$ cat config.mk
export PLATFORM = sky130hd
export DESIGN_NAME = okes_mul
export DESIGN_NICKNAME = d
export VERILOG_FILES = /design/src/okes_pkg.sv /design/src/okes_mul.sv
export SDC_FILE = /design/constraint.sdc
export NUM_CORES = 2
export LEC_CHECK = 0
export BUFFER_PORTS_ARGS = -buffer_cell sky130_fd_sc_hd__buf_2
export CAP_MARGIN = 20
export CORE_UTILIZATION = 50
export DETAILED_ROUTE_END_ITERATION = 8
export PLACE_DENSITY = 0.74
export SYNTH_ARGS = -nofsm -noshare
export SYNTH_HDL_FRONTEND = slang
export SYNTH_SLANG_ARGS = --single-unit
$ cat constraint.sdc
create_clock -name clk -period 11.3 [get_ports clk]
set_input_delay 2.825 -clock clk [delete_from_list [all_inputs] [get_ports clk]]
set_output_delay 2.825 -clock clk [all_outputs]
set_load 0.05 [all_outputs]
$ cat src/okes_pkg.sv
// Shared types, constants and helper functions for the Euler-step orbit integrator.
package okes_pkg;

  localparam int FRAC_BITS_DEF = 24;
  localparam int WORD_W        = 32;
  localparam int STEP_W        = 31;

  localparam logic OP_LOAD = 1'b0;
  localparam logic OP_STEP = 1'b1;

  typedef struct packed {
    logic               operation;
    logic signed [31:0] load_pos_x;
    logic signed [31:0] load_pos_y;
    logic signed [31:0] load_vel_x;
    logic signed [31:0] load_vel_y;
  } in_item_t;

  typedef struct packed {
    logic signed [31:0] out_pos_x;
    logic signed [31:0] out_pos_y;
    logic signed [31:0] orbit_energy;
    logic signed [31:0] angular_momentum;
    logic               singular;
  } out_item_t;

  // Clamp a wide signed value to the signed 32-bit range.
  function automatic logic signed [31:0] sat32(input logic signed [66:0] v);
    logic signed [31:0] r;
    if (v > 67'sd2147483647) begin
      r = 32'sh7FFFFFFF;
    end else if (v < -67'sd2147483648) begin
      r = 32'sh80000000;
    end else begin
      r = v[31:0];
    end
    return r;
  endfunction

  // Clamp an unsigned 64-bit value to 2^32-1.
  function automatic logic [31:0] cap32(input logic [63:0] v);
    logic [31:0] r;
    if (|v[63:32]) begin
      r = '1;
    end else begin
      r = v[31:0];
    end
    return r;
  endfunction

endpackage

$ cat src/okes_mul.sv
// Shared signed 33x33 multiplier with a registered product.
module okes_mul
  import okes_pkg::*;
(
  input  logic               clk,
  input  logic signed [32:0] a,
  input  logic signed [32:0] b,
  output logic signed [65:0] p
);

  always_ff @(posedge clk) begin
    p <= a * b;
  end

endmodule

Yosys cells after proc, flatten, opt, wreduce, memory -nomap -nowiden

Cells that the tools add are included.

Flip-flop bits (word level): 66
Bits of input ports: 67
Output and inout bits: 66
Word-level logic and storage cells: 2

Multipliers: 1

Operator list:

| operator                                       | count |
|---|---|
| 33-bit by 33-bit multiplier with 66-bit output | 1 |

Depth between registers and ports, before layout

Word-level depth: 1
Mapped depth: 27
Depth with buffers taken out: 26

Worst setup path before layout

Ideal clock, no wire load.

Path type: input-to-reg
From: input a[32]
To: register p[62]
Setup time: 79 ps
Arrival time: 9,982 ps
Required time: 11,221 ps
Slack: 1,239 ps
Stages on the path: 23
Buffers on the path: 2
Cell sequence: clkbuf_1 nand2_1 inv_1 fa_1 fa_1 fa_1 fa_1 fa_1 fa_1 fa_1 inv_1 fa_1 inv_1 ha_1 clkbuf_1 and3_1 nand3_1 nand2b_1 a2111oi_4 a211oi_4 a21o_2 a21o_1 a211oi_2

Word-level cells in the longest chain between the ends: 1

RTL lines:

| what                                           | RTL line       | text |
|---|---|---|
| start: declaration                             | okes_mul.sv:6  | `input logic signed [32:0] a,` |
| 33-bit by 33-bit multiplier with 66-bit output | okes_mul.sv:12 | `p <= a * b;` |
| end signal: assignment                         | okes_mul.sv:12 |  |
| end: declaration                               | okes_mul.sv:8  | `output logic signed [65:0] p` |

Every way passes these cells.

Worst setup path in the final report

From: input b[10]
To: register p[58]

Word-level cells in the longest chain between the ends: 1

RTL lines:

| what                                           | RTL line       | text |
|---|---|---|
| start: declaration                             | okes_mul.sv:7  | `input logic signed [32:0] b,` |
| 33-bit by 33-bit multiplier with 66-bit output | okes_mul.sv:12 |  |

Every way passes these cells.

==> results.json <==
{
  "status": "finished clean",
  "cts.htree.levels": 3,
  "clock-sinks": 66,
  "start_util_pct": 50.57,
  "die_area_sq_mm": 0.08261,
  "timing.fmax_ghz": 0.09399,
  "final.min_clock_period_ns": 10.64,
  "synth.largest_area_cell": "fa_1",
  "seq_area_frac_synth_pct": 3.244,
  "reg_top3": "p x66",
  "drc": 0,
  "synthesis.area_sq_mm": 0.04073,
  "synth_ff_type": "dfxtp_1",
  "holdBufCountCts": 0,
  "ys_ff_latch": 66,
  "die_y_microns": 287.4,
  "netlist.area_leader.share_pct": 56.27,
  "grt_pass1_vias": 31290,
  "critPathKind": "in2reg",
  "async_flop_share_pct": 0,
  "critPathCaptureType": "register",
  "startpoint_type": "input pin",
  "required_ns": 11.57,
  "drive_gt1_share_pct": 5.358,
  "synth-edff-count": 0,
  "post_cts_buffers": 0,
  "largest_register_ffs": 66,
  "gp_congestion": 0.9557,
  "yosys-top-cells-count": "fa_1, inv_1, and2_1",
  "tightest_slew_ns": 0.9132,
  "drtIter0Drc": 1642,
  "yosys.cell_count.top_type": "fa_1",
  "row_count": 104,
  "cts_resized": 0,
  "synthCells": 4338,
  "clk_path_buf_depth": 2,
  "wl_microns": 102400,
  "nets": 5735,
  "dpl.hpwl_microns": 86360,
  "overflow": 0,
  "via_per_inst": 5.338,
  "arrival_ns": 10.91,
  "grt_usage_pct": 26.44,
  "slew_violations": 0,
  "grt_max_degree": 34,
  "relSlewSlack_pct": 39.12,
  "synth_nets": 5767,
  "cp-endpoint": "p[58]",
  "crit_path_start": "b[10]",
  "ys.warnings.count": 0,
  "area_growth_pct": 4.442,
  "fp.coreArea_sq_mm": 0.08055,
  "io_buffers": 132,
  "antenna_left": 0,
  "fillCellCount": 7187,
  "drt_first_pass_iters": 5,
  "max_cap_violations": 0,
  "crit_path_max_fanout": 33,
  "vias": 28680,
  "io_pins": 133,
  "synth_area_leaders": "fa_1, inv_1, and2_1, ha_1, nand2_1",
  "fin_setup_tns_ns": 0,
  "grt_pass1_wl_microns": 167700,
  "hold_viol": 0,
  "die_w_microns": 287.4,
  "root_buffer": "clkbuf_16",
  "post_drt_wl_per_cell_microns": 19.05,
  "rsz0062_at_grt": "false",
  "period_share_pct": 94.16,
  "top_register": "p",
  "ys_types": 80,
  "finalSetupViolations": 0,
  "avgSynthCellArea_sq_um": 9.390,
  "cts_tree": "done",
  "antenna_found_initial": 4,
  "numCtsBuffers": 9,
  "clk_pin_slew_worst_paths_ns": 0.07,
  "hold_path.class": "in2reg"
}
## worst max-delay path: stages
cell	delay (ns)
buf_2	0.66
nand2_1	0.24
fa_1	0.68
fa_1	0.90
fa_1	0.51
inv_1	0.09
fa_1	0.45
fa_1	0.57
fa_1	0.44
fa_1	0.58
inv_1	0.07
fa_1	0.48
inv_1	0.04
ha_1	0.39
and3_1	0.23
nand3_1	0.14
nand2b_1	0.26
nor2_1	0.12
a211oi_4	0.65
a21oi_2	0.17
nor4b_2	0.29
a311oi_1	0.08
## placed cells by master, fill, tap and decap left out, drive strengths merged, types with 12 or more instances in the layout
cell type  Yosys  layout
a21o          38      38
inv         1131    1131
nand3         26      26
nand2b        12      12
nor2          68      68
xor2          25      25
fa          1145    1145
xnor2         43      43
o21ai         33      33
buf           13     178
nand2        551     551
and2         563     563
nand4         12      12
a21oi         61      61
ha           217     217
dfxtp         66      66
## worst min path at each step
| stage | start | end | cells past startpoint |
|---|---|---|---|
| floorplan | a[0] | p[0] | 1 |
| global placement | p[18] | p[18] | 1 |
| detailed placement | p[44] | p[44] | 1 |
| CTS | b[0] | p[0] | 3 |
| global route | b[0] | p[0] | 3 |
| finish | b[0] | p[0] | 3 |
## layer usage
layer	global-route usage [%]	vias up	share of wire (%)
met5	0	-	0.013
met4	11.91	2	4.8
met3	3.476	235	6.0
met2	46.22	1016	52
met1	32.54	15170	37
li1	-	12260	-
## per-stage QoR
step,utilization [%],instances,cell area (sq um),hold WS [ns],setup slack [ns]
finish,52.82,5373,42540,3.137,0.6602
global route,52.82,5373,42540,3.125,0.4316
CTS,52.79,5370,42520,3.089,0.7818
detailed placement,52.40,5354,42210,3.293,0.3480
global placement,52.40,5354,42210,3.293,0.4133
floorplan,-,4338,40730,2.952,1.239
## cell families after synthesis
| kind of cell | after synthesis | synth area share [%] |
|---|---|---|
| flip-flops | 66 | 3.244 |
| XOR/XNOR | 68 | 1.462 |
| buffers and inverters | 1352 | 12.51 |
| AO/OA/AOI/OAI | 219 | 4.067 |
| adder cells (fa/ha/maj) | 1362 | 62.94 |
| AND/OR/NAND/NOR | 1271 | 15.78 |
## final cells by class
type | count | area, sq um | share of cell area [%]
Timing Repair Buffer | 178 | 1013 | 2.382
Tap cell | 1060 | 1326 | 3.117
Inverter | 1131 | 4245 | 9.979
Sequential cell | 66 | 1321 | 3.106
Multi-Input combinational cell | 2920 | 34320 | 80.66
Clock buffer | 11 | 252.7 | 0.5941
Clock inverter | 5 | 62.56 | 0.1471
Antenna cell | 2 | 5.005 | 0.01176
Power is not shown: default switching activity piles up to over one toggle a cycle in this logic, so the estimate is an artifact.
