## src/okes_pkg.sv

```systemverilog
// Shared types, constants and helper functions for the Euler-step orbit integrator.
package okes_pkg;

  localparam int FRAC_BITS_DEF = 24;
  localparam int WORD_W        = 32;
  localparam int STEP_W        = 31;

  localparam logic OP_LOAD = 1'b0;
  localparam logic OP_STEP = 1'b1;

  typedef struct packed {
    logic               operation;
    logic signed [31:0] load_pos_x;
    logic signed [31:0] load_pos_y;
    logic signed [31:0] load_vel_x;
    logic signed [31:0] load_vel_y;
  } in_item_t;

  typedef struct packed {
    logic signed [31:0] out_pos_x;
    logic signed [31:0] out_pos_y;
    logic signed [31:0] orbit_energy;
    logic signed [31:0] angular_momentum;
    logic               singular;
  } out_item_t;

  // Clamp a wide signed value to the signed 32-bit range.
  function automatic logic signed [31:0] sat32(input logic signed [66:0] v);
    logic signed [31:0] r;
    if (v > 67'sd2147483647) begin
      r = 32'sh7FFFFFFF;
    end else if (v < -67'sd2147483648) begin
      r = 32'sh80000000;
    end else begin
      r = v[31:0];
    end
    return r;
  endfunction

  // Clamp an unsigned 64-bit value to 2^32-1.
  function automatic logic [31:0] cap32(input logic [63:0] v);
    logic [31:0] r;
    if (|v[63:32]) begin
      r = '1;
    end else begin
      r = v[31:0];
    end
    return r;
  endfunction

endpackage

```

## src/okes_div.sv

```systemverilog
// Restoring divider for 2^(2F) / r, one quotient bit per cycle, capped at 32 bits.
module okes_div
  import okes_pkg::*;
#(
  parameter int FRAC_BITS = FRAC_BITS_DEF
) (
  input  logic        clk,
  input  logic        rst,
  input  logic        start,
  input  logic [31:0] divisor,
  output logic        done,
  output logic [31:0] quotient
);

  localparam int QW = 2 * FRAC_BITS + 1;
  localparam int IW = $clog2(QW);
  localparam logic [IW-1:0] TOP_IDX = IW'(QW - 1);

  logic [IW-1:0] idx;
  logic [31:0]   rem;
  logic [QW-1:0] q;
  logic          busy;
  logic [32:0]   rem_s;

  assign rem_s    = {rem, (idx == TOP_IDX)};
  assign quotient = (|q[QW-1:32]) ? '1 : q[31:0];

  always_ff @(posedge clk) begin
    if (rst) begin
      busy <= 1'b0;
      done <= 1'b0;
    end else begin
      done <= 1'b0;
      if (start) begin
        rem  <= '0;
        q    <= '0;
        idx  <= TOP_IDX;
        busy <= 1'b1;
      end else if (busy) begin
        if (rem_s >= {1'b0, divisor}) begin
          rem <= 32'(rem_s - {1'b0, divisor});
          q   <= {q[QW-2:0], 1'b1};
        end else begin
          rem <= rem_s[31:0];
          q   <= {q[QW-2:0], 1'b0};
        end
        idx <= idx - 1'b1;
        if (idx == '0) begin
          busy <= 1'b0;
          done <= 1'b1;
        end
      end
    end
  end

endmodule

```

## config.mk

```make
export PLATFORM = sky130hd
export DESIGN_NAME = okes_div
export DESIGN_NICKNAME = d
export VERILOG_FILES = /design/src/okes_pkg.sv /design/src/okes_div.sv
export SDC_FILE = /design/constraint.sdc
export NUM_CORES = 1
export LEC_CHECK = 0
export BUFFER_PORTS_ARGS = -buffer_cell sky130_fd_sc_hd__buf_2
export CAP_MARGIN = 20
export CORE_UTILIZATION = 55
export CTS_BUF_LIST = sky130_fd_sc_hd__clkbuf_8
export CTS_CLUSTER_DIAMETER = 100
export DETAILED_ROUTE_END_ITERATION = 7
export PLACE_DENSITY = 0.78
export SETUP_SLACK_MARGIN = 0.3
export SKIP_CTS_REPAIR_TIMING = 1
export SLEW_MARGIN = 20
export SYNTH_ARGS = -nofsm -noshare
export SYNTH_HDL_FRONTEND = slang
export SYNTH_SLANG_ARGS = --single-unit
```

## constraint.sdc

```tcl
create_clock -name clk -period 14.07 [get_ports clk]
set_clock_uncertainty 0.15 [all_clocks]
set_input_delay 2.814 -clock clk [delete_from_list [all_inputs] [get_ports clk]]
set_output_delay 2.814 -clock clk [all_outputs]
set_load 0.02 [all_outputs]
```

# Word-level counts from Yosys, hierarchy flattened
# Index checks and enable logic that the tools add are counted.
# totals
regBits	89
in_bits	35
elab_cells	26
# classes
n_addsub	2
n_lt_le_gt_ge	1
n_eq_ne	1
muxes	10
bitwise_logic	2
n_reduce_logical	5
# op_table
cell	count
32-bit two-way mux	3
49-bit two-way mux	1
33-bit by 32-bit greater-or-equal comparator with 1-bit output	1
32-bit subtractor	1
17-bit OR reduction	1
6-bit == test (second input constant)	1
6-bit zero test	1
6-bit two-way mux	1
6-bit by 1-bit subtractor with 6-bit output (second input constant)	1
1-bit two-way mux	5
3-bit OR reduction	1
1-bit NOT	2
2-bit AND reduction	1
2-bit nonzero test	1

# Longest topological paths before layout
# Gate-level depths: netlist (run 1).
# logic_depth
ltp_word	4
ltp_mapped	16

# Worst setup path after synthesis (run 1)
# No wires, ideal clock.
# synth_timing
kind	in2reg
startpoint	input start
endpoint	register idx[0], enable pin
t_arrival_ns	6.778
required_ns	13.386
slack_ns	6.609
cell_stages	3
path_cell_list	clkbuf_1 nor2_1 nor2_1
# synth_between
elab_chain_len	2
# synth_rtl
item	line_no	text
from (decl)	okes_div.sv:9	input logic start,
2-bit nonzero test (no source line)	--	
2-bit AND reduction (no source line)	--	
to (signal assigned)	okes_div.sv:47	idx <= idx - 1'b1;
to (decl)	okes_div.sv:19	logic [IW-1:0] idx;
# No other way between the ends.
# A chain may end at the register's enable or synchronous reset.

# Worst setup path in the final report (run 1)
# layout_timing
startpoint	input divisor[18]
endpoint	register rem[28], data pin
# layout_between
elab_chain_len	3
word_cells_on_any_way	4
# layout_rtl
item	line_no	text
from (decl)	okes_div.sv:10	input logic [31:0] divisor,
32-bit subtractor / 33-bit by 32-bit greater-or-equal comparator with 1-bit output (equally long branches)	okes_div.sv:41, okes_div.sv:40	
32-bit two-way mux *	okes_div.sv:40	if (rem_s >= {1'b0, divisor}) begin
32-bit two-way mux *	okes_div.sv:39	end else if (busy) begin
to (signal assigned)	okes_div.sv:41	rem <= 32'(rem_s - {1'b0, divisor});
to (signal assigned)	okes_div.sv:44	rem <= rem_s[31:0];
to (decl)	okes_div.sv:20	logic [31:0] rem;
# Every way passes the cells marked *; elsewhere a longest branch is shown, timed or not. The select of a mux whose other input is x is not followed.

==> results of run 1 <==
==> logic make-up after synthesis <==
logic type / Yosys count / share of synthesized area, %
adders and majority gates: 35 / 7.56
DFF: 89 / 45.0
buffers and inverters: 63 / 4.97
AOI/OAI and AO/OA: 102 / 12.8
muxes: 29 / 4.95
xor gates and xnor gates: 27 / 4.01
and+or+nand+nor: 224 / 20.7
==> flip-flops by register name, summed over array words and instances, names as in the netlist <==
register  flops
q            49
idx           6
rem          32
done          1
busy          1
==> cells in the final DEF (no fill, tap or decap), drive strengths merged, types with 28 or more instances in the layout <==
cell type	count
ha	34
mux2i	28
nand2b	33
nor2b	55
buf	72
inv	45
a21oi	32
edfxtp	87
nor2	58
nand2	29
==> through the flow <==
stage,hold slack [ns],setup slack (ns),instances,area [um^2],utilization [%]
after floorplan,0.305,6.61,569,5890,-
after global placement,0.314,8.13,755,6320,60.9
after detailed placement,0.325,8.02,755,6320,60.9
after CTS,0.340,8.25,771,6560,63.3
after global routing,0.363,8.20,772,6590,63.6
final,0.339,8.34,772,6590,63.6
==> power groups by stage <==
stage | Sequential [mW] | Combinational [mW] | Clock [mW]
finish | 0.329 | 0.199 | 0.224
global route | 0.331 | 0.221 | 0.235
CTS | 0.329 | 0.198 | 0.226
detailed placement | 0.334 | 0.196 | 0
global placement | 0.334 | 0.190 | 0
floorplan | 0.332 | 0.163 | 0
==> worst register-to-register path: cells and delay by family, from the launching register on <==
kind / cells / cell delay, ns
AND/OR/NAND/NOR: 4 / 0.76
adder cells (fa/ha/maj): 3 / 0.82
AO/OA/AOI/OAI: 7 / 1.48
flip-flops: 1 / 0.38
buffers and inverters: 2 / 0.13
==> how the worst min path moves through the flow <==
| stage | to | slack (ns) | depth (start not counted) |
|---|---|---|---|
| after floorplan | done | 0.30 | 1 |
| after global placement | done | 0.31 | 1 |
| after detailed placement | done | 0.33 | 1 |
| after CTS | done | 0.34 | 1 |
| after global routing | done | 0.36 | 1 |
| final | done | 0.34 | 1 |
==> final cells by class <==
cell class | count | area share [%]
Multi-Input combinational cell | 417 | 45.2
Sequential cell | 89 | 40.2
Timing Repair Buffer | 72 | 5.85
Tap cell | 136 | 2.58
Inverter | 42 | 2.39
Clock buffer | 9 | 1.88
Clock inverter | 7 | 1.88
==> synthesized netlist by cell type, types with 12 or more instances <==
cell type,count
a21o_1,14
a21oi_1,31
clkbuf_1,13
edfxtp_1,87
ha_1,34
inv_1,42
mux2i_1,28
nand2_1,28
nand2b_1,33
nor2_1,55
nor2b_1,55
o21ai_0,14
xnor2_1,15
xor2_1,12
==> routing by layer <==
layer	vias to the layer above	GRT usage, %	routed length [um]
met3	21	2.72	535
met2	125	35.3	5370
met5	-	0	0
met1	2058	30.8	5590
li1	2145	-	-
met4	0	8.63	235
==> results.md, run 1 <==
- Worst slew margin: 43.3%
- Outcome: completed
- Crit path cell chain: buf_2 > inv_1 > ha_1 > a21o_1 > a31oi_1 > nand2_1 > a41o_1 > a211oi_2 > nor2_2 > a31oi_4 > buf_4 > mux2i_1 > nor2_1
- Critical path's slowest cell: buf_4
- CTS Buf Count: 9
- Design Power: 0.752 mW
- Leakage: 2.65 nW
- Clk Tree Root Cell: clkbuf_8
- Top cells by area, synth: edfxtp_1, ha_1, nor2b_1, mux2i_1, nand2b_1
- DIE WIDTH: 106 um
- Clock Sinks: 89
- Syn Area/Cell: 10.4 um^2
- Slew Limit Fails: 0
- Unrepaired setup endpoints after global routing: false
- DRC: 0
- P&R area growth vs syn: 11.9%
- Buf/Inv on CP: 3
- GRT Total Usage: 22.1%
- Syn. warnings: 0
- Initial antenna violation count: 0
- Critical path class: in -> reg
- Tightest Pin Transition: 0.851 ns
- GR Overflow Total: 0
- Yosys cell types: 68
- Startpoint types: primary input
- Minimum clock period: 5.73 ns
- Sequential power share: 43.7%
- Layout fillers: 881
- Vias in the first global route: 4184
- Core area: 10400 um^2
- Die ar.: 11100 um^2
- Hold Startpoint: busy
- Crit end category: flip-flop
- Post-Synthesis Net Count: 639
- TNS Setup: 0 ns
- FF-to-FF End: rem[24]
- Comb pwr share: 26.5%
- Final Hold Fails: 0
- Critical path peak fanout: 28
- CP max stage delay: 0.50 ns
- WL/cell: 15.2 um
- Htree depth: 3
- Critical path depth in cells: 13
- Seq/Total Area, Yosys: 45.0%
- Detailed-route via count: 4349
- Die Ht: 106 um
- Largest net degree at the start of global routing: 89
- Dpl hpwl: 8140 um
- Max VDD drop: 0.0000658 V
- CTS clk-pin slew, worst paths: 0.10 ns
- MaxCap Viol Count: 0
- R2R Setup Slk: 10.19 ns
- Antenna diode count: 0
- CP delay by family, top: compound AO/OA/AOI/OAI gates
- Fin nets: 701
- Yosys top cell area share: 44.3%
- Crit path to: rem[28]
- # setup viols final: 0
- Clock tree buffer depth: 2
- Vias per Instance: 5.63
- Synthesized cell area: 5890 um^2
- First-pass GRT wire length: 19500 um
- Routability cong.: 0.916
- Number of flops mapped to enable cells by yosys: 87
- Total Wirelength: 11700 um
- Cells after Synth: 569
- Flip-flop and latch area: 2650 um^2
- Initial core utilization: 56.8%
- Switch share: 30.5%
- Pint: 0.523 mW
- CP arrival: 5.68 ns
- Multi-input gate area: 2980 um^2
- Crit path required time: 14.03 ns
- Post-synth top area cell: edfxtp_1
- Ratio of final minimum period to clock period: 40.7%
- Iter 0 DRT Violations: 246
- Clk_lat worst skew: 0.38 ns
- PD cells: 114 nW/um^2
- F_max: 0.175 GHz
- CTS tree: yes
- Clock group share of total power: 29.8%
- Ys async rst share: 0%
- Register-to-Register Path Depth: 16
- Sw power: 0.229 mW
- Share of layout cells above drive strength 1: 18.1%
- Drt pass-1 iters: 6
- IO Count: 68
- Site Rows: 37
- Synth Register Bits: 89
- Reg2reg start: idx[0]
- ANT nets after route: 0
- Worst setup path start: divisor[18]
- Port bufs: 67
- Ys flop type: edfxtp_1
- Hold crit path type: reg -> reg
Note: power is estimated with default switching activity, not from simulation.
==> run 2, diff against run 1 <==
Settings changed: ABC_AREA from default to 1, PLACE_DENSITY 0.78 to 0.77.
Clock period 14.07 ns to 5.8 ns, I/O delays scaled along.
==> run 2 against run 1 <==
Effect of this change:
- wire length increased by 32%
- combinational power rose to 2.8 times the previous value
- first-iteration DRC count grew 64%
- design area grew 14%
- sequential cell count unchanged
- hold slack improved by 0.031 ns
- synthesized area grew 17%
- total power rose by 130%
- register-to-register slack got worse by 7.5 ns
- synthesized cell count grew 75%
- worst setup slack worse by 5.9 ns
- sequential power up 140%
- critical path type is now reg -> out
- critical endpoint is now quotient[23]
==> results.md, run 2 <==
- Initial antenna violation count: 0
- Tightest Pin Transition: 0.800 ns
- Antenna diode count: 0
- Port bufs: 67
- Crit end category: output pin
- Share of layout cells above drive strength 1: 12.2%
- Placed cell areas: 7340 um^2
- Leakage: 3.98 nW
- Ratio of final minimum period to clock period: 58.0%
- P&R area growth vs syn: 9.62%
- Most frequent cells in the layout: nand2_1, inv_1, nor2_1
- Htree depth: 3
- IO Count: 68
- Yosys top cell area share: 38.0%
- Worst slack at placement: 2.25 ns
- Clk Tree Root Cell: clkbuf_8
- Syn. warnings: 0
- Cells after Synth: 993
- Number of flops mapped to enable cells by yosys: 87
- Yosys cell types: 39
- GR Overflow Total: 0
- TNS Setup: 0 ns
- R2R Setup Slk: 2.72 ns
- Clk_lat worst skew: 0.38 ns
- WL/cell: 12.6 um
- Detailed-route via count: 5972
- Outcome: completed
- F_max: 0.297 GHz
- Post-Synthesis Net Count: 1063
- # setup viols final: 0
- Max VDD drop: 0.000192 V
- Vias in the first global route: 5585
- PnR worst setup slack: 2.43 ns
- Worst slew margin: 46.7%
- Final Hold Fails: 0
- Commonest non-fill, non-tap cell in the layout: nand2_1
- Flip-flop and latch area: 2650 um^2
- Critical path class: reg -> out
- Final Cell Area: 7530 um^2
- Fin nets: 1125
- Iter 0 DRT Violations: 404
- Synth Register Bits: 89
- Biggest regs: q x49, rem x32, idx x6
- Max reg flops: 49
- Clock Sinks: 89
- Dpl hpwl: 11500 um
- Most frequent cell after synthesis: nand2_1
- Design Power: 1.76 mW
- Synthesized cell area: 6870 um^2
- Clock tree buffer depth: 2
- CTS clk-pin slew, worst paths: 0.09 ns
- Die Ht: 114 um
- Layout fillers: 1158
- Hold crit path type: reg -> reg
- Startpoint types: flip-flop
- CTS tree: yes
- DIE WIDTH: 114 um
- DRC: 0
- First-pass GRT wire length: 26000 um
- Minimum clock period: 3.37 ns
- CTS Buf Count: 9
- ANT nets after route: 0
- Site Rows: 40
- Die ar.: 12900 um^2
- Post-synth top area cell: edfxtp_1
- Initial core utilization: 56.7%
- Largest net degree at the start of global routing: 89
- Seq/Total Area, Yosys: 38.6%
- Syn Area/Cell: 6.92 um^2
- Crit path required time: 4.49 ns
- Routability cong.: 0.986
- Reg with most FFs: q
- Multi-input gate area: 3280 um^2
- Slew Limit Fails: 0
- Vias per Instance: 4.86
- Top cells by area, synth: edfxtp_1, nand2_1, inv_1, nor2_1, ha_1
- CP arrival: 2.06 ns
- Total Wirelength: 15400 um
- PD cells: 234 nW/um^2
- GRT Total Usage: 25.6%
- MaxCap Viol Count: 0
- Ys async rst share: 0%
- Drt pass-1 iters: 5
- Unrepaired setup endpoints after global routing: false
- Core area: 12100 um^2
- Critical path peak fanout: 32
- Synth cell count leaders: nand2_1, inv_1, nor2_1, edfxtp_1, nand3_1
- Ys flop type: edfxtp_1
[run 2: cell count changes after synthesis, moves of 25 or more]
cell,change
nor2b_1,-55
nor2_1,+82
nand3b_1,+25
nand3_1,+28
nand2_1,+302
mux2i_1,-28
inv_1,+173
nand2b_1,-33
[run 2: power by group]
part | leakage [nW] | internal [mW] | total (mW) | switching, mW
Clock | 0.0936 | 0.164 | 0.420 | 0.256
Sequential | 0.867 | 0.768 | 0.790 | 0.0213
Combinational | 3.02 | 0.187 | 0.551 | 0.364
Total | 3.98 | 1.12 | 1.76 | 0.641
[run 2: cells by family after synthesis]
| kind of cell | count (synthesis) | share of synthesized area, % |
|---|---|---|
| compound gates | 28 | 2.15 |
| xor+xnor | 14 | 1.78 |
| buf+inv | 240 | 14.0 |
| fa+ha+maj | 35 | 6.48 |
| flops | 89 | 38.6 |
| simple gates | 587 | 37.0 |
[run 2: metal layers]
metal | wire (um) | track usage [%] | up-vias
met5 | 0 | 0 | -
met4 | 456 | 11.9 | 0
met3 | 818 | 3.35 | 27
met2 | 7010 | 41.7 | 191
met1 | 7160 | 34.0 | 2632
li1 | - | - | 3122
[run 2: critical path: stages (launching register included)]
cell and delay [ns]:
edfxtp_1 0.42, nor4_1 0.31, nand3_1 0.17, nor4_4 0.15
buf_4 0.34, nand2_1 0.11, buf_2 0.18
[run 2: cell type report]
| type | instances | share of cell area (%) |
|---|---|---|
| multi-input cells | 664 | 43.5 |
| flip-flops and latches | 89 | 35.2 |
| inverters | 220 | 11.1 |
| repair buffers | 71 | 4.90 |
| well taps | 168 | 2.79 |
| clock buffers | 9 | 1.64 |
| clock inverters | 7 | 0.814 |
[run 2: through the flow]
stage          util (%)  cells  hold slack [ns]
2_1_floorplan         -    993            0.289
3_3_place_gp       60.6   1212            0.347
3_5_place_dp       60.6   1212            0.355
4_1_cts            62.1   1228            0.368
5_1_grt            62.2   1228            0.418
6_report           62.2   1228            0.369
[run 2: worst paths after layout]
kind,start,endpoint,cells past startpoint
min,busy,done,2
min reg2reg,busy,done,2
max,q[43],quotient[23],6
max reg2reg,idx[0],rem[24],19
==> run 3, diff against run 2 <==
Settings changed: ABC_AREA 1 to 0, PLACE_DENSITY 0.77 to 0.78.
Clock period 5.8 ns to 3.4 ns, I/O delays scaled along.
==> run 3 against run 2 <==
Effect of this change:
- non-clock buffer count grew 48
- global-route usage shrank 1.9 points
- critical endpoint is now rem[24]
- largest power group unchanged
- the run now ends with negative setup slack left
- hold slack lost 0.036 ns
- critical path type is now reg -> reg
==> results.md, run 3 (synthesis results as in run 1) <==
- Outcome: finished with violations
- Failing checks: negative setup slack
- Dpl hpwl: 9110 um
- Ratio of final minimum period to clock period: 101%
- Die ar.: 11100 um^2
- Vias per Instance: 5.57
- First-pass GRT wire length: 21000 um
- Critical path's slowest cell: edfxtp_1
- Final Cell Area: 7180 um^2
- R2R Setup Slk: -0.04 ns
- DRC: 0
- Iter 0 DRT Violations: 212
- Design Power: 3.15 mW
- TNS Setup: -0.0595 ns
- Startpoint types: flip-flop
- Hold_ws: 0.334 ns
- Unrepaired setup endpoints after global routing: true
- MaxCap Viol Count: 0
- PnR worst setup slack: -0.0409 ns
- Final Hold Fails: 0
- Initial antenna violation count: 0
- Crit end category: flip-flop
- Clock Sinks: 89
- Biggest regs: q x49, rem x32, idx x6
- Critical path class: reg -> reg
- GRT Total Usage: 23.7%
- CTS tree: yes
- Reg with most FFs: q
- Minimum clock period: 3.44 ns
- Dpl cells: 782
- Die Ht: 106 um
- CTS Buf Count: 9
- DIE WIDTH: 106 um
- Crit path required time: 3.47 ns
- GR Overflow Total: 0
- Clk Tree Root Cell: clkbuf_8
- Multi-input gate area: 3160 um^2
- Antenna diode count: 0
- Commonest non-fill, non-tap cell in the layout: edfxtp_1
- Final core occ: 69.2%
- CTS clk-pin slew, worst paths: 0.10 ns
- Post-Layout Cell Count: 819
- Placed cell areas: 6630 um^2
- PD cells: 439 nW/um^2
- Vias in the first global route: 4392
- Share of layout cells above drive strength 1: 27.7%
- Clk_lat worst skew: 0.37 ns
- Detailed-route via count: 4559
- Site Rows: 37
- Total Wirelength: 13000 um
- Max VDD drop: 0.000239 V
- WL/cell: 15.9 um
- Flip-flop and latch area: 2650 um^2
- Largest net degree at the start of global routing: 87
- CP arrival: 3.51 ns
- Core area: 10400 um^2
- ANT nets after route: 0
- Routability cong.: 0.911
- Drt pass-1 iters: 6
- Htree depth: 3
- Tightest Pin Transition: 0.884 ns
- Initial core utilization: 56.8%
- Fin nets: 748
- Slew Limit Fails: 0
- CP max stage delay: 0.38 ns
- P&R area growth vs syn: 21.8%
- Layout fillers: 772
- Leakage: 2.91 nW
- Clock tree buffer depth: 2
- Max reg flops: 49
- Hold crit path type: reg -> reg
- Worst slack at placement: -0.204 ns
- # setup viols final: 3
- Worst slew margin: 41.0%
- Most frequent cells in the layout: edfxtp_1, buf_2, nor2b_1
- IO Count: 68
- Crit path cell chain: inv_2 > ha_4 > nor2b_4 > nand4b_1 > ha_4 > inv_2 > fa_2 > a211oi_2 > nor2_2 > o31ai_4 > a21oi_4 > o21ai_2 > a21boi_2 > o21ai_1 > or3b_1 > a21oi_2
- Port bufs: 67
- Critical path peak fanout: 3
- F_max: 0.291 GHz
## run 3: cell types whose count changed in the layout (fill, tap and decap cells not counted), sizes merged, moves of 28 or more
cell,before,now
inv,222,46
buf,71,117
nand2,337,29
nor2b,0,55
nand3,38,10
nand2b,0,33
nor2,162,58
mux2i,0,28
## run 3: critical path, delay by kind of cell (launching register included)
kind	cells	cell delay [ns]
fa+ha+maj	3	0.69
buf+inv	2	0.10
flops	1	0.38
compound gates	7	1.22
simple gates	4	0.75
## run 3: per-layer routing
layer	wire length (um)	up-vias	global-route usage, %	part of all wire, %
met5	0	-	0	0
met4	367	0	10.5	2.8
met3	488	33	3.22	3.7
met2	6160	131	38.8	47
met1	6010	2160	31.5	46
li1	-	2235	-	-
## run 3: final cells by class
class | instances | share of cell area [%]
sequential | 89 | 37.0
timing repair buffer | 119 | 11.7
inverter | 42 | 2.20
tap | 136 | 2.37
clock inverter | 7 | 0.976
multi-input combinational | 417 | 44.0
clock buffer | 9 | 1.73
## run 3: power by group
group | total (mW) | switching [mW] | internal, mW
combinational | 1.04 | 0.545 | 0.497
clock | 0.745 | 0.404 | 0.340
sequential | 1.36 | 0.0486 | 1.32
total | 3.15 | 0.998 | 2.15
## run 3: final timing paths
| check | from | to | cells past startpoint |
|---|---|---|---|
| max | idx[1] | rem[24] | 16 |
| max reg2reg | idx[1] | rem[24] | 16 |
| min | busy | done | 1 |
| min reg2reg | busy | done | 1 |
