## src/okes_pkg.sv

```systemverilog
// Shared types, constants and helper functions for the Euler-step orbit integrator.
package okes_pkg;

  localparam int FRAC_BITS_DEF = 24;
  localparam int WORD_W        = 32;
  localparam int STEP_W        = 31;

  localparam logic OP_LOAD = 1'b0;
  localparam logic OP_STEP = 1'b1;

  typedef struct packed {
    logic               operation;
    logic signed [31:0] load_pos_x;
    logic signed [31:0] load_pos_y;
    logic signed [31:0] load_vel_x;
    logic signed [31:0] load_vel_y;
  } in_item_t;

  typedef struct packed {
    logic signed [31:0] out_pos_x;
    logic signed [31:0] out_pos_y;
    logic signed [31:0] orbit_energy;
    logic signed [31:0] angular_momentum;
    logic               singular;
  } out_item_t;

  // Clamp a wide signed value to the signed 32-bit range.
  function automatic logic signed [31:0] sat32(input logic signed [66:0] v);
    logic signed [31:0] r;
    if (v > 67'sd2147483647) begin
      r = 32'sh7FFFFFFF;
    end else if (v < -67'sd2147483648) begin
      r = 32'sh80000000;
    end else begin
      r = v[31:0];
    end
    return r;
  endfunction

  // Clamp an unsigned 64-bit value to 2^32-1.
  function automatic logic [31:0] cap32(input logic [63:0] v);
    logic [31:0] r;
    if (|v[63:32]) begin
      r = '1;
    end else begin
      r = v[31:0];
    end
    return r;
  endfunction

endpackage

```

## src/okes_sqrt.sv

```systemverilog
// Bit-serial integer square root of a 64-bit radicand, one result bit per cycle.
module okes_sqrt
  import okes_pkg::*;
(
  input  logic        clk,
  input  logic        rst,
  input  logic        start,
  input  logic [63:0] radicand,
  output logic        done,
  output logic [31:0] root
);

  logic [63:0] n;
  logic [63:0] res;
  logic [63:0] bitm;
  logic        busy;
  logic [63:0] trial;

  assign trial = res + bitm;
  assign root  = res[31:0];

  always_ff @(posedge clk) begin
    if (rst) begin
      busy <= 1'b0;
      done <= 1'b0;
    end else begin
      done <= 1'b0;
      if (start) begin
        n    <= radicand;
        res  <= '0;
        bitm <= 64'h4000_0000_0000_0000;
        busy <= 1'b1;
      end else if (busy) begin
        if (n >= trial) begin
          n   <= n - trial;
          res <= (res >> 1) + bitm;
        end else begin
          res <= res >> 1;
        end
        bitm <= bitm >> 2;
        if (bitm[0]) begin
          busy <= 1'b0;
          done <= 1'b1;
        end
      end
    end
  end

endmodule

```

## config.mk

```make
export PLATFORM = sky130hd
export DESIGN_NAME = okes_sqrt
export DESIGN_NICKNAME = d
export VERILOG_FILES = /design/src/okes_pkg.sv /design/src/okes_sqrt.sv
export SDC_FILE = /design/constraint.sdc
export NUM_CORES = 1
export LEC_CHECK = 0
export BUFFER_PORTS_ARGS = -buffer_cell sky130_fd_sc_hd__buf_4
export CORE_MARGIN = 10
export CORE_UTILIZATION = 48
export CTS_CLUSTER_DIAMETER = 60
export CTS_CLUSTER_SIZE = 8
export DETAILED_ROUTE_END_ITERATION = 6
export PLACE_DENSITY = 0.65
export REMOVE_ABC_BUFFERS = 1
export SYNTH_ARGS = -nofsm -noshare
export SYNTH_HDL_FRONTEND = slang
export SYNTH_SLANG_ARGS = --single-unit
```

## constraint.sdc

```tcl
create_clock -name clk -period 14.4 [get_ports clk]
set_input_delay 2.16 -clock clk [delete_from_list [all_inputs] [get_ports clk]]
set_output_delay 2.16 -clock clk [all_outputs]
set_load 0.1 [all_outputs]
```

# Yosys cells after proc, flatten, opt, wreduce, memory -nomap -nowiden
# Cells that the tools add are included.
# word_totals
register_bits	162
inputBits	67
elab_cells	26
# classes
addsub	3
n_lt_le_gt_ge	1
n_mux	10
bitwise	2
reduce_logical	5
# op_table
operator	count
2-to-1 mux 64 bit	5
adder 63 x 63 -> 64 bit	1
adder 64 x 63 -> 64 bit	1
>= comparator 64 bit	1
subtractor 64 bit	1
2-to-1 mux 63 bit	1
2-to-1 mux 1 bit	4
nonzero test 2 bit	2
AND reduction 3 bit	1
OR reduction 3 bit	1
inverter 1 bit	2
AND reduction 2 bit	1

# Depth between registers and ports, before layout
# Gate-level depths: netlist of run 1.
# depth
depth_word	5
depth_mapped	25

# Worst setup path after synthesis of run 1
# OpenSTA, ideal clock, no wires.
# synth_path
path_type	input to register
start	input port start
end	register n[0], enable pin
setup_time_ns	0.583
arrival_time_ns	11.701
t_required_ns	13.817
slack_ns	2.116
cell_stages	5
n_path_buf	2
path_cell_list	clkbuf_1 buf_1 nor2_1 nor2_1 a21boi_0
# synth_via
elab_chain_len	2
elab_cells_between_ends	3
classes_between	3 x reduce/logical
# synth_rtl
element	line_no	text
start, declared	okes_sqrt.sv:7	input logic start,
nonzero test 2 bit (no source line)	-	
AND reduction 3 bit (no source line) *	-	
end signal, assigned	okes_sqrt.sv:29	n <= radicand;
end signal, assigned	okes_sqrt.sv:35	n <= n - trial;
end, declared	okes_sqrt.sv:13	logic [63:0] n;
# Every way passes the cells marked *; elsewhere a longest branch is shown, timed or not.
# A chain may end at the register's enable or synchronous reset.

# Worst setup path in the final report of run 1
# layout_path
start	register res[8]
end	register res[55], data pin
# layout_via
elab_chain_len	4
elab_cells_between_ends	5
classes_between	2 x add/sub; 1 x order compare; 2 x mux
# layout_rtl
element	line_no	text
start, declared	okes_sqrt.sv:14	logic [63:0] res;
start signal, assigned	okes_sqrt.sv:36	res <= (res >> 1) + bitm;
start signal, assigned	okes_sqrt.sv:38	res <= res >> 1;
adder 64 x 63 -> 64 bit	okes_sqrt.sv:19	assign trial = res + bitm;
>= comparator 64 bit	okes_sqrt.sv:34	if (n >= trial) begin
2-to-1 mux 64 bit *	okes_sqrt.sv:34	
2-to-1 mux 64 bit *	okes_sqrt.sv:33	end else if (busy) begin
# Every way passes the cells marked *; elsewhere a longest branch is shown, timed or not. The select of a mux whose other input is x is not followed.

==> results.txt, run 1 <==
Worst slew pin tran: 967 ps
Switching power: 0.935 mW
Critical path capture point type: flip-flop
Slowest library cell on the worst path: or2_2
Clock skew: 11.6 ps
CP Depth: 20
PwrDens: 126 mW/mm²
Clk pwr share: 23.0%
Avg Synthesized Cell Area: 8.46 µm²
Internal power: 1.26 mW
# Post-CTS Setup Buffers: 0
Fmax: 141 MHz
Slew Viols, Final: 0
Sequential Area: 0.00484 mm²
Sequential share of the synthesized area: 30.4%
Drt first-iter violations: 1199
Max VDD drop: 92.1 µV
Switching share of power: 42.6%
Clock transition at path regs: 70 ps
Flop pwr share: 29.8%
Fillers: 3159
Fin crit share: 49.4%
Post-DRT Antenna Nets: 0
Final hold viol count: 0
Core area: 0.0327 mm²
Drt via density: 6.13
CTS max path bufs: 2
DRT Pass-1 Iters: 5
Worst stage delay on the critical path: 630 ps
Synth area leaders: edfxtp_1, ha_1, xor2_1
Top Ports: 100
Largest net degree at the start of global routing: 75
Synth cell types: 83
Routed len/inst: 20.3 µm
GPL Wtd Cong: 0.940
Area Overhead vs Synth: 8.86%
Final Cell Area: 0.0174 mm²
Number of global-route vias before repair: 13.9k
Routed via count: 14.4k
Synth area leader: edfxtp_1
Post-synth top area share: 30.1%
CP Class: reg2reg
Crit-path cells: ha_1 > nand4_1 > o31ai_1 > nor4b_1 > or3_1 > o31a_1 > o2111ai_2 > a21oi_1 > nor2_1 > xor2_1 > ha_1 > nand2_1 > nor3_1 > nand4_1 > a2111oi_4 > buf_4 > or2_2 > buf_4 > a211oi_1 > a31o_2
Buf+Inv Stages, Crit Path: 2
# diodes: 0
#FFs+latches synth: 162
Slew margin rel.: 35.5%
WP data required: 14610 ps
FP Rows: 66
Post-DP Area: 0.0168 mm²
Setup tns final: 0 ps
Family with the most delay on the worst path: simple AND/OR/NAND/NOR gates
Post-synth EDFFs: 160
CTS sink cnt: 162
Multi-input logic area: 0.0104 mm²
Worst r2r path cells: 20
Status: finished clean
Die height: 202 µm
Comb pwr share: 47.2%
CTS tree: yes
Initial antenna violation count: 0
Hold Buf Count CTS: 0
Root buf cell: clkbuf_16
Final Setup Violations: 0
Min Clock Period, post-route: 7120 ps
Share of cells above drive strength 1: 10.1%
Worst skew pair latency: 450 ps
Crit path launch type: flip-flop
Global-route wire length before repair: 74900 µm
Yosys Warn Count: 0
Max-cap violation count: 0
Min-Delay Path Depth: 1
Arr. time, crit path: 7320 ps
TritonCTS buffer count: 17
Leakage power: 6.58 nW
Tot GR Track Use: 22.4%
Die ar.: 0.0409 mm²
Routed WL: 47700 µm
DRC viols: 0
CTS H-tree lvls: 4
Synth Cell Area: 0.0160 mm²
Critical path fanouts, max: 29
Post-DP HPWL: 36300 µm
Initial Util: 48.8%
Post-Syn Instances: 1887
RSZ-0062 raised after global routing: false
GRT overflow: 0
Hold Crit Class: reg2reg
Layout Nets: 2098
Cts repair resizes: 0
Ys flop type: edfxtp_1
Async set or reset register ratio after synthesis: 0%
I/O Buffers: 99
Chip width: 202 µm
per-layer routing:
| layer | share of wire, % | vias to the layer above | global-route usage [%] | wire, µm |
|---|---|---|---|---|
| met5 | 0 | - | 0 | 0 |
| met4 | 2.1 | 0 | 6.37 | 1020 |
| met3 | 5.0 | 52 | 3.41 | 2380 |
| met2 | 48 | 427 | 38.3 | 23000 |
| met1 | 45 | 6890 | 28.7 | 21300 |
| li1 | - | 7058 | - | - |
layout by cell type (no fill, tap or decap), types with 7 or more instances in the layout:
| master | instances |
|---|---|
| a21oi_1 | 118 |
| o31ai_1 | 11 |
| nand2b_1 | 15 |
| and2_1 | 17 |
| a21boi_0 | 7 |
| nor4_1 | 10 |
| nand3_1 | 39 |
| xor2_1 | 90 |
| a21o_1 | 45 |
| xnor2_1 | 69 |
| o21a_1 | 23 |
| nor2_1 | 169 |
| o21bai_1 | 48 |
| a211oi_1 | 23 |
| a311oi_1 | 8 |
| o21ai_0 | 156 |
| clkbuf_16 | 17 |
| a211oi_2 | 19 |
| nor2b_1 | 47 |
| and3_1 | 13 |
| inv_1 | 39 |
| o211ai_1 | 12 |
| edfxtp_1 | 160 |
| nor3_1 | 42 |
| o22ai_1 | 7 |
| and4_1 | 9 |
| or3_1 | 18 |
| ha_1 | 130 |
| buf_4 | 108 |
| nand4_1 | 48 |
| a31o_2 | 10 |
| a31oi_1 | 59 |
| nand2_1 | 206 |
power groups by stage:
stage               combinational (mW)  clock, mW  sequential, mW
finish                            1.04      0.504           0.654
global route                      1.14      0.527           0.660
CTS                               1.03      0.510           0.653
detailed placement                1.02          0           0.663
global placement                  1.01          0           0.663
floorplan                        0.715          0           0.704
cells by family (layout without fill, tap and decap cells):
group | Yosys count | after routing | share of synthesized area, %
buffers and inverters | 155 | 181 | 4.69
XOR/XNOR | 159 | 159 | 8.73
flip-flops | 162 | 162 | 30.4
multiplexers | 5 | 5 | 0.345
AO/OA/AOI/OAI | 617 | 617 | 26.0
AND/OR/NAND/NOR | 658 | 658 | 19.6
adder cells (fa/ha/maj) | 131 | 131 | 10.3
state kept, by name, indices dropped and copies added, names as in the netlist:
| name | flops |
|---|---|
| bitm | 32 |
| done | 1 |
| res | 64 |
| n | 64 |
| busy | 1 |
Yosys cell counts, types with 4 or more instances:
master       n
or4_1        5
a211oi_1    23
o2111a_1     4
nand2_1    206
edfxtp_1   160
inv_1       39
nor2b_1     47
o21ai_0    156
a31oi_1     59
o21ai_1      5
or3_1       18
a41oi_1      5
and3_1      13
a311oi_1     8
a31o_2      10
nor3_1      42
a21boi_0     8
o31ai_1     11
o22ai_1      7
o31a_1       6
or2_2        4
and4_1       9
nor2_1     170
a2111oi_0    5
nand3_1     39
nand4_1     48
buf_6        4
a221oi_1     4
a21oi_1    118
o211ai_1    12
nor4b_1      5
clkbuf_1    68
nor4_1      10
xor2_1      90
o21bai_1    48
buf_2        7
and2_1      17
ha_1       130
mux2_2       4
o21a_1      23
a211oi_2    19
buf_4       34
xnor2_1     69
nand2b_1    15
a21o_1      45
final cells by class:
class / count / area share, %
clock buffer: 17 / 2.45
sequential: 162 / 27.9
clock inverter: 15 / 1.11
timing repair buffer: 109 / 4.73
inverter: 40 / 0.864
tap: 442 / 3.18
multi-input combinational: 1570 / 59.8
stage by stage:
stage / std cells / utilization (%) / hold WS (ps) / power, mW / setup WS (ps)
finish: 2355 / 53.1 / 480 / 2.19 / 7280
global route: 2355 / 53.1 / 492 / 2.33 / 7010
CTS: 2355 / 53.1 / 482 / 2.19 / 7310
detailed placement: 2323 / 51.2 / 471 / 1.69 / 7340
global placement: 2323 / 51.2 / 468 / 1.68 / 7510
floorplan: 1772 / - / 460 / 1.42 / 2660
worst paths after layout:
check         start      end  slack (ps)
max          res[8]  res[55]        7280
min            busy     done         480
max reg2reg  res[8]  res[55]        7280
min reg2reg    busy     done         480
No activity file was read; power rests on OpenSTA's default activity.
==> run 2, diff against run 1 <==
--- a/config.mk
+++ b/config.mk
@@ -11,7 +11,7 @@
 export CTS_CLUSTER_DIAMETER = 60
 export CTS_CLUSTER_SIZE = 8
 export DETAILED_ROUTE_END_ITERATION = 6
-export PLACE_DENSITY = 0.65
+export PLACE_DENSITY = 0.68
 export REMOVE_ABC_BUFFERS = 1
 export SYNTH_ARGS = -nofsm -noshare
 export SYNTH_HDL_FRONTEND = slang
==> constraint.sdc (replaced) <==
create_clock -name clk -period 6.3 [get_ports clk]
set_input_delay 0.945 -clock clk [delete_from_list [all_inputs] [get_ports clk]]
set_output_delay 0.945 -clock clk [all_outputs]
set_load 0.1 [all_outputs]
==> results.txt, run 2 (synthesized netlist as in run 1, its figures left out) <==
GPL Wtd Cong: 0.954 (+1.5%)
Fmax: 165 MHz (+17%)
Clk pwr share: 21.5% (-1.5 points)
Max-cap violation count: 0 (unchanged)
Min Hold Slack: 477 ps (-3.11 ps)
I/O Buffers: 99 (unchanged)
Number of global-route vias before repair: 14.0k (+0.91%)
Layout Nets: 2142 (+2.1%)
Worst r2r path cells: 23 (+15%)
Slew margin rel.: 38.3% (+2.8 points)
FP Rows: 66 (unchanged)
Chip width: 202 µm (unchanged)
# placed instances: 2360 (+1.6%)
Comb pwr share: 49.2% (+2.0 points)
Post-DRT Antenna Nets: 0 (unchanged)
Clock skew: 16.0 ps (+4.43 ps)
DRT Pass-1 Iters: 7 (+2)
Status: finished clean
Reg2reg setup slack: 240 ps (-7040 ps)
CTS max path bufs: 2 (unchanged)
Final Cell Area: 0.0177 mm² (+1.9%)
Worst stage delay on the critical path: 440 ps (-190 ps)
Tot Pwr: 5.03 mW (+130%)
Die ar.: 0.0409 mm² (unchanged)
Fillers: 3129 (-0.95%)
Commonest non-fill, non-tap cell in the layout: nand2_1
Slew Viols, Final: 0 (unchanged)
Crit-path cells: ha_1 > ha_1 > a211oi_2 > o31ai_1 > buf_4 > nor4b_1 > or3_1 > o31a_1 > o2111ai_2 > a21oi_2 > o211a_1 > a311oi_1 > ha_1 > inv_1 > o21bai_1 > a21oi_1 > o21ai_0 > a221o_1 > a221o_2 > or2_2 > buf_12 > o2111a_1 > a211oi_1
Initial Util: 48.8% (unchanged)
Arr. time, crit path: 6330 ps (-990 ps)
Critical path fanouts, max: 44 (+52%)
Min-Delay Path Depth: 1 (unchanged)
Leakage power: 6.79 nW (+3.1%)
Drt via density: 6.14 (+0.25%)
Family with the most delay on the worst path: compound AO/OA/AOI/OAI gates
PwrDens: 284 mW/mm² (+120%)
Max VDD drop: 217 µV (+140%)
Most frequent cells in the layout: nand2_1, nor2_1, edfxtp_1
Clock transition at path regs: 60 ps (about the same)
Post-DP Area: 0.0171 mm² (+1.8%)
R2r endpoint: res[60]
Biggest regs: n: 64 flops, res: 64 flops, bitm: 32 flops
Fin crit share: 96.1% (+47 points)
Final Non-Filler Cells: 2398 (+1.8%)
Switching power: 2.16 mW (+130%)
R2R Path Start: bitm[0]
Final hold viol count: 0 (unchanged)
Top Ports: 100 (unchanged)
DRC viols: 0 (unchanged)
Core area: 0.0327 mm² (unchanged)
Tot GR Track Use: 22.5% (+0.029 points)
Switching share of power: 43.0% (+0.35 points)
Routed WL: 47500 µm (-0.43%)
Crit path launch type: flip-flop
Drt first-iter violations: 1293 (+7.8%)
WP data required: 6580 ps (-8030 ps)
Die height: 202 µm (unchanged)
Share of cells above drive strength 1: 12.4% (+2.2 points)
CP Class: reg2reg
Min Clock Period, post-route: 6060 ps (-1060 ps)
Hold Buf Count CTS: 0 (unchanged)
CTS H-tree lvls: 4 (unchanged)
Root buf cell: clkbuf_16
Slowest library cell on the worst path: edfxtp_1
# diodes: 0 (unchanged)
GRT overflow: 0 (unchanged)
Final Setup Violations: 0 (unchanged)
HP Start: busy
Place WS: 199 ps (-7140 ps)
Largest net degree at the start of global routing: 86 (+15%)
CTS sink cnt: 162 (unchanged)
TritonCTS buffer count: 17 (unchanged)
Flop pwr share: 29.3% (-0.5 points)
Worst skew pair latency: 470 ps (+20 ps)
Post-DP HPWL: 36400 µm (+0.24%)
Hold Crit Class: reg2reg
Worst Hold End: done
Area Overhead vs Synth: 11.0%
Setup ws final: 243 ps (-7040 ps)
Internal power: 2.87 mW (+130%)
Critical path capture point type: flip-flop
CP Depth: 23 (+15%)
Global-route wire length before repair: 75300 µm (+0.52%)
Routed via count: 14.7k (+2.1%)
CP dominant cell by count: ha_1
CTS tree: yes
Buf+Inv Stages, Crit Path: 3 (+1)
Initial antenna violation count: 0 (unchanged)
Routed len/inst: 19.8 µm (-2.2%)
Worst slew pin tran: 925 ps (-42.4 ps)
[run 2: changes by cell type in the layout (fill, tap and decap cells not counted), sizes merged]
cell / change
clkinvlp: +1
buf: +44
bufinv: -2
inv: +1
clkinv: -1
[run 2: worst register-to-register path, stage by stage (launching register included)]
cell and delay [ps]:
edfxtp_1 440, ha_1 250, ha_1 240, a211oi_2 260
o31ai_1 110, buf_4 170, nor4b_1 140, or3_1 420
o31a_1 340, o2111ai_2 270, a21oi_2 130, o211a_1 240
a311oi_1 290, ha_1 310, inv_1 130, o21bai_1 90
a21oi_1 180, o21ai_0 150, a221o_1 370, a221o_2 440
or2_2 340, buf_12 210, o2111a_1 170, a211oi_1 190
[run 2: worst max path at each step]
stage / start / endpoint / slack, ps
2_1_floorplan: res[22] / n[0] / -4480
3_3_place_gp: bitm[0] / res[60] / 350
3_5_place_dp: bitm[0] / res[60] / 200
4_1_cts: bitm[0] / res[60] / 110
5_1_grt: bitm[0] / res[60] / -20
6_report: bitm[0] / res[60] / 240
[run 2: through the flow]
stage | utilization, % | setup TNS (ps)
3_3_place_gp | 52.2 | 0
6_report | 54.2 | 0
2_1_floorplan | - | -304260
4_1_cts | 53.9 | 0
5_1_grt | 54.2 | -17.9
3_5_place_dp | 52.2 | 0
[run 2: layer usage]
layer | global-route usage, % | share of wire, %
met5 | 0 | 0
met4 | 6.66 | 2.1
met3 | 3.04 | 5.2
met2 | 38.9 | 50
met1 | 28.4 | 43
[run 2: area by class of cell]
cell class              count  area, µm²  share of cell area, %
clock inverters            14        148                  0.834
repair buffers            153       1180                   6.65
clock buffers              17        425                   2.40
inverters                  40        150                  0.848
flip-flops and latches    162       4840                   27.4
well taps                 442        553                   3.12
multi-input cells        1570      10400                   58.8
[run 2: timing repair]
item,in CTS,in global routing
endpoints found under the setup margin,0,122
resized for setup,0,7
setup buffers,0,7
[run 2: power groups by stage]
stage	registers, mW	clock network (mW)	logic (mW)
2_1_floorplan	1.61	0	1.63
3_3_place_gp	1.50	0	2.38
3_5_place_dp	1.49	0	2.41
4_1_cts	1.47	1.09	2.43
5_1_grt	1.49	1.14	2.72
6_report	1.47	1.08	2.47
==> run 3, diff against run 2 <==
--- a/config.mk
+++ b/config.mk
@@ -7,11 +7,11 @@
 export LEC_CHECK = 0
 export BUFFER_PORTS_ARGS = -buffer_cell sky130_fd_sc_hd__buf_4
 export CORE_MARGIN = 10
-export CORE_UTILIZATION = 48
+export CORE_UTILIZATION = 45
 export CTS_CLUSTER_DIAMETER = 60
 export CTS_CLUSTER_SIZE = 8
 export DETAILED_ROUTE_END_ITERATION = 6
-export PLACE_DENSITY = 0.68
+export PLACE_DENSITY = 0.64
 export REMOVE_ABC_BUFFERS = 1
 export SYNTH_ARGS = -nofsm -noshare
 export SYNTH_HDL_FRONTEND = slang
==> results.txt, run 3 (synthesized netlist as in run 1, its figures left out) <==
Status: finished clean
Clock transition at path regs: 70 ps (about the same)
Max VDD drop: 206 µV (-5.1%)
Critical path capture point type: flip-flop
Fin crit share: 95.3% (-0.87 points)
Final Non-Filler Cells: 2407 (+0.38%)
# diodes: 0 (unchanged)
Max-cap violation count: 0 (unchanged)
Initial Util: 45.9% (-2.9 points)
Area Overhead vs Synth: 11.2%
Clock skew: 13.7 ps (-2.26 ps)
Routed via count: 14.7k (-0.34%)
Routed WL: 48600 µm (+2.2%)
RSZ-0062 raised after global routing: false
Post-DRT Antenna Nets: 0 (unchanged)
Post-DP HPWL: 37400 µm (+2.8%)
Hold Buf Count CTS: 0 (unchanged)
Die ar.: 0.0434 mm² (+6.0%)
Clk pwr share: 22.8% (+1.3 points)
DRT Pass-1 Iters: 5 (-2)
Place WS: 200 ps (+1.48 ps)
Fmax: 167 MHz (+0.91%)
Switching power: 2.14 mW (-1.2%)
Global-route wire length before repair: 76800 µm (+2.0%)
Die height: 208 µm (+3.0%)
Core area: 0.0348 mm² (+6.4%)
Final Setup Violations: 0 (unchanged)
Switching share of power: 41.9% (-1.1 points)
Top Ports: 100 (unchanged)
CTS max path bufs: 2 (unchanged)
Comb pwr share: 48.2% (-1.0 points)
Drt first-iter violations: 975 (-25%)
GRT overflow: 0 (unchanged)
TritonCTS buffer count: 17 (unchanged)
# placed instances: 2374 (+0.59%)
Most frequent cells in the layout: nand2_1, nor2_1, edfxtp_1
Setup tns final: 0 ps (unchanged)
WP data required: 6490 ps (-90 ps)
CTS tree: yes
Root buf cell: clkbuf_16
Tot GR Track Use: 21.5% (-0.94 points)
Post-layout util: 51.0% (-3.1 points)
Tot Pwr: 5.10 mW (+1.4%)
Slew Viols, Final: 0 (unchanged)
CTS H-tree lvls: 4 (unchanged)
Critical path fanouts, max: 22 (-50%)
Routed len/inst: 20.2 µm (+1.8%)
Arr. time, crit path: 6190 ps (-140 ps)
Final hold viol count: 0 (unchanged)
Chip width: 208 µm (+3.0%)
GPL Wtd Cong: 0.944 (-1.1%)
Slew margin rel.: 45.0% (+6.6 points)
Hold Crit Class: reg2reg
DRC viols: 0 (unchanged)
Drt via density: 6.10 (-0.71%)
Setup ws final: 298 ps (+54.6 ps)
CP Class: reg2reg
I/O Buffers: 99 (unchanged)
Crit path launch type: flip-flop
Min Clock Period, post-route: 6000 ps (-54.6 ps)
Layout Nets: 2137 (-0.23%)
FP Rows: 68 (+3.0%)
Fillers: 3332 (+6.5%)
Share of cells above drive strength 1: 12.3% (-0.026 points)
Flop pwr share: 29.0% (-0.3 points)
Worst skew pair latency: 460 ps (about the same)
Commonest non-fill, non-tap cell in the layout: nand2_1
Internal power: 2.96 mW (+3.3%)
Number of global-route vias before repair: 14.1k (+0.093%)
Biggest regs: n: 64 flops, res: 64 flops, bitm: 32 flops
PwrDens: 287 mW/mm² (+1.1%)
Worst slew pin tran: 819 ps (-106 ps)
Leakage power: 6.79 nW (about the same)
Initial antenna violation count: 0 (unchanged)
Largest net degree at the start of global routing: 67 (-22%)
CTS sink cnt: 162 (unchanged)
run 3: layout make-up:
type | count | area (µm²) | area share, %
clock buffer | 17 | 425 | 2.40
clock inverter | 15 | 203 | 1.14
inverter | 40 | 150 | 0.846
multi-input combinational | 1570 | 10400 | 58.7
sequential | 162 | 4840 | 27.3
tap | 455 | 569 | 3.21
timing repair buffer | 148 | 1140 | 6.42
run 3: what timing repair did:
| action | CTS | global route |
|---|---|---|
| setup buffers | 0 | 1 |
| setup endpoints to repair | 0 | 119 |
| resized for setup | 0 | 8 |
run 3: path summary, 6_finish.rpt:
path,slack [ps],end,from,depth (start not counted)
max,300,res[12],bitm[8],22
min,480,done,busy,1
max reg2reg,300,res[12],bitm[8],22
min reg2reg,480,done,busy,1
run 3: power groups by stage:
stage	logic (mW)	registers, mW	clock network (mW)
2_1_floorplan	1.63	1.61	0
3_3_place_gp	2.40	1.50	0
3_5_place_dp	2.42	1.50	0
4_1_cts	2.44	1.48	1.19
5_1_grt	2.70	1.49	1.23
6_report	2.45	1.48	1.16
run 3: per-stage QoR:
stage,hold WS (ps),area (µm²)
6_report,477,17800
5_1_grt,513,17800
4_1_cts,480,17700
3_5_place_dp,471,17100
3_3_place_gp,478,17100
2_1_floorplan,460,15400
run 3: worst max-delay path, stage by stage (launching register included):
cell,delay [ps]
edfxtp_1,430
ha_1,340
a31oi_1,340
o31ai_1,140
buf_4,170
nor4b_1,140
or3_1,400
o31a_1,330
o2111ai_2,260
a21oi_2,130
o211a_1,230
a311oi_1,290
ha_1,310
inv_1,130
o21bai_1,90
a21oi_1,200
o21ai_0,130
a221o_1,360
a221o_2,470
or2_2,340
buf_4,240
nor2_1,160
a211oi_2,60
run 3: layer usage:
metal | up-vias | global-route usage [%] | wire length [µm] | share of wire, %
met5 | - | 0 | 0 | 0
met4 | 0 | 6.43 | 1120 | 2.3
met3 | 74 | 3.12 | 2210 | 4.5
met2 | 456 | 37.7 | 24000 | 49
met1 | 6998 | 26.7 | 21200 | 44
li1 | 7149 | - | - | -
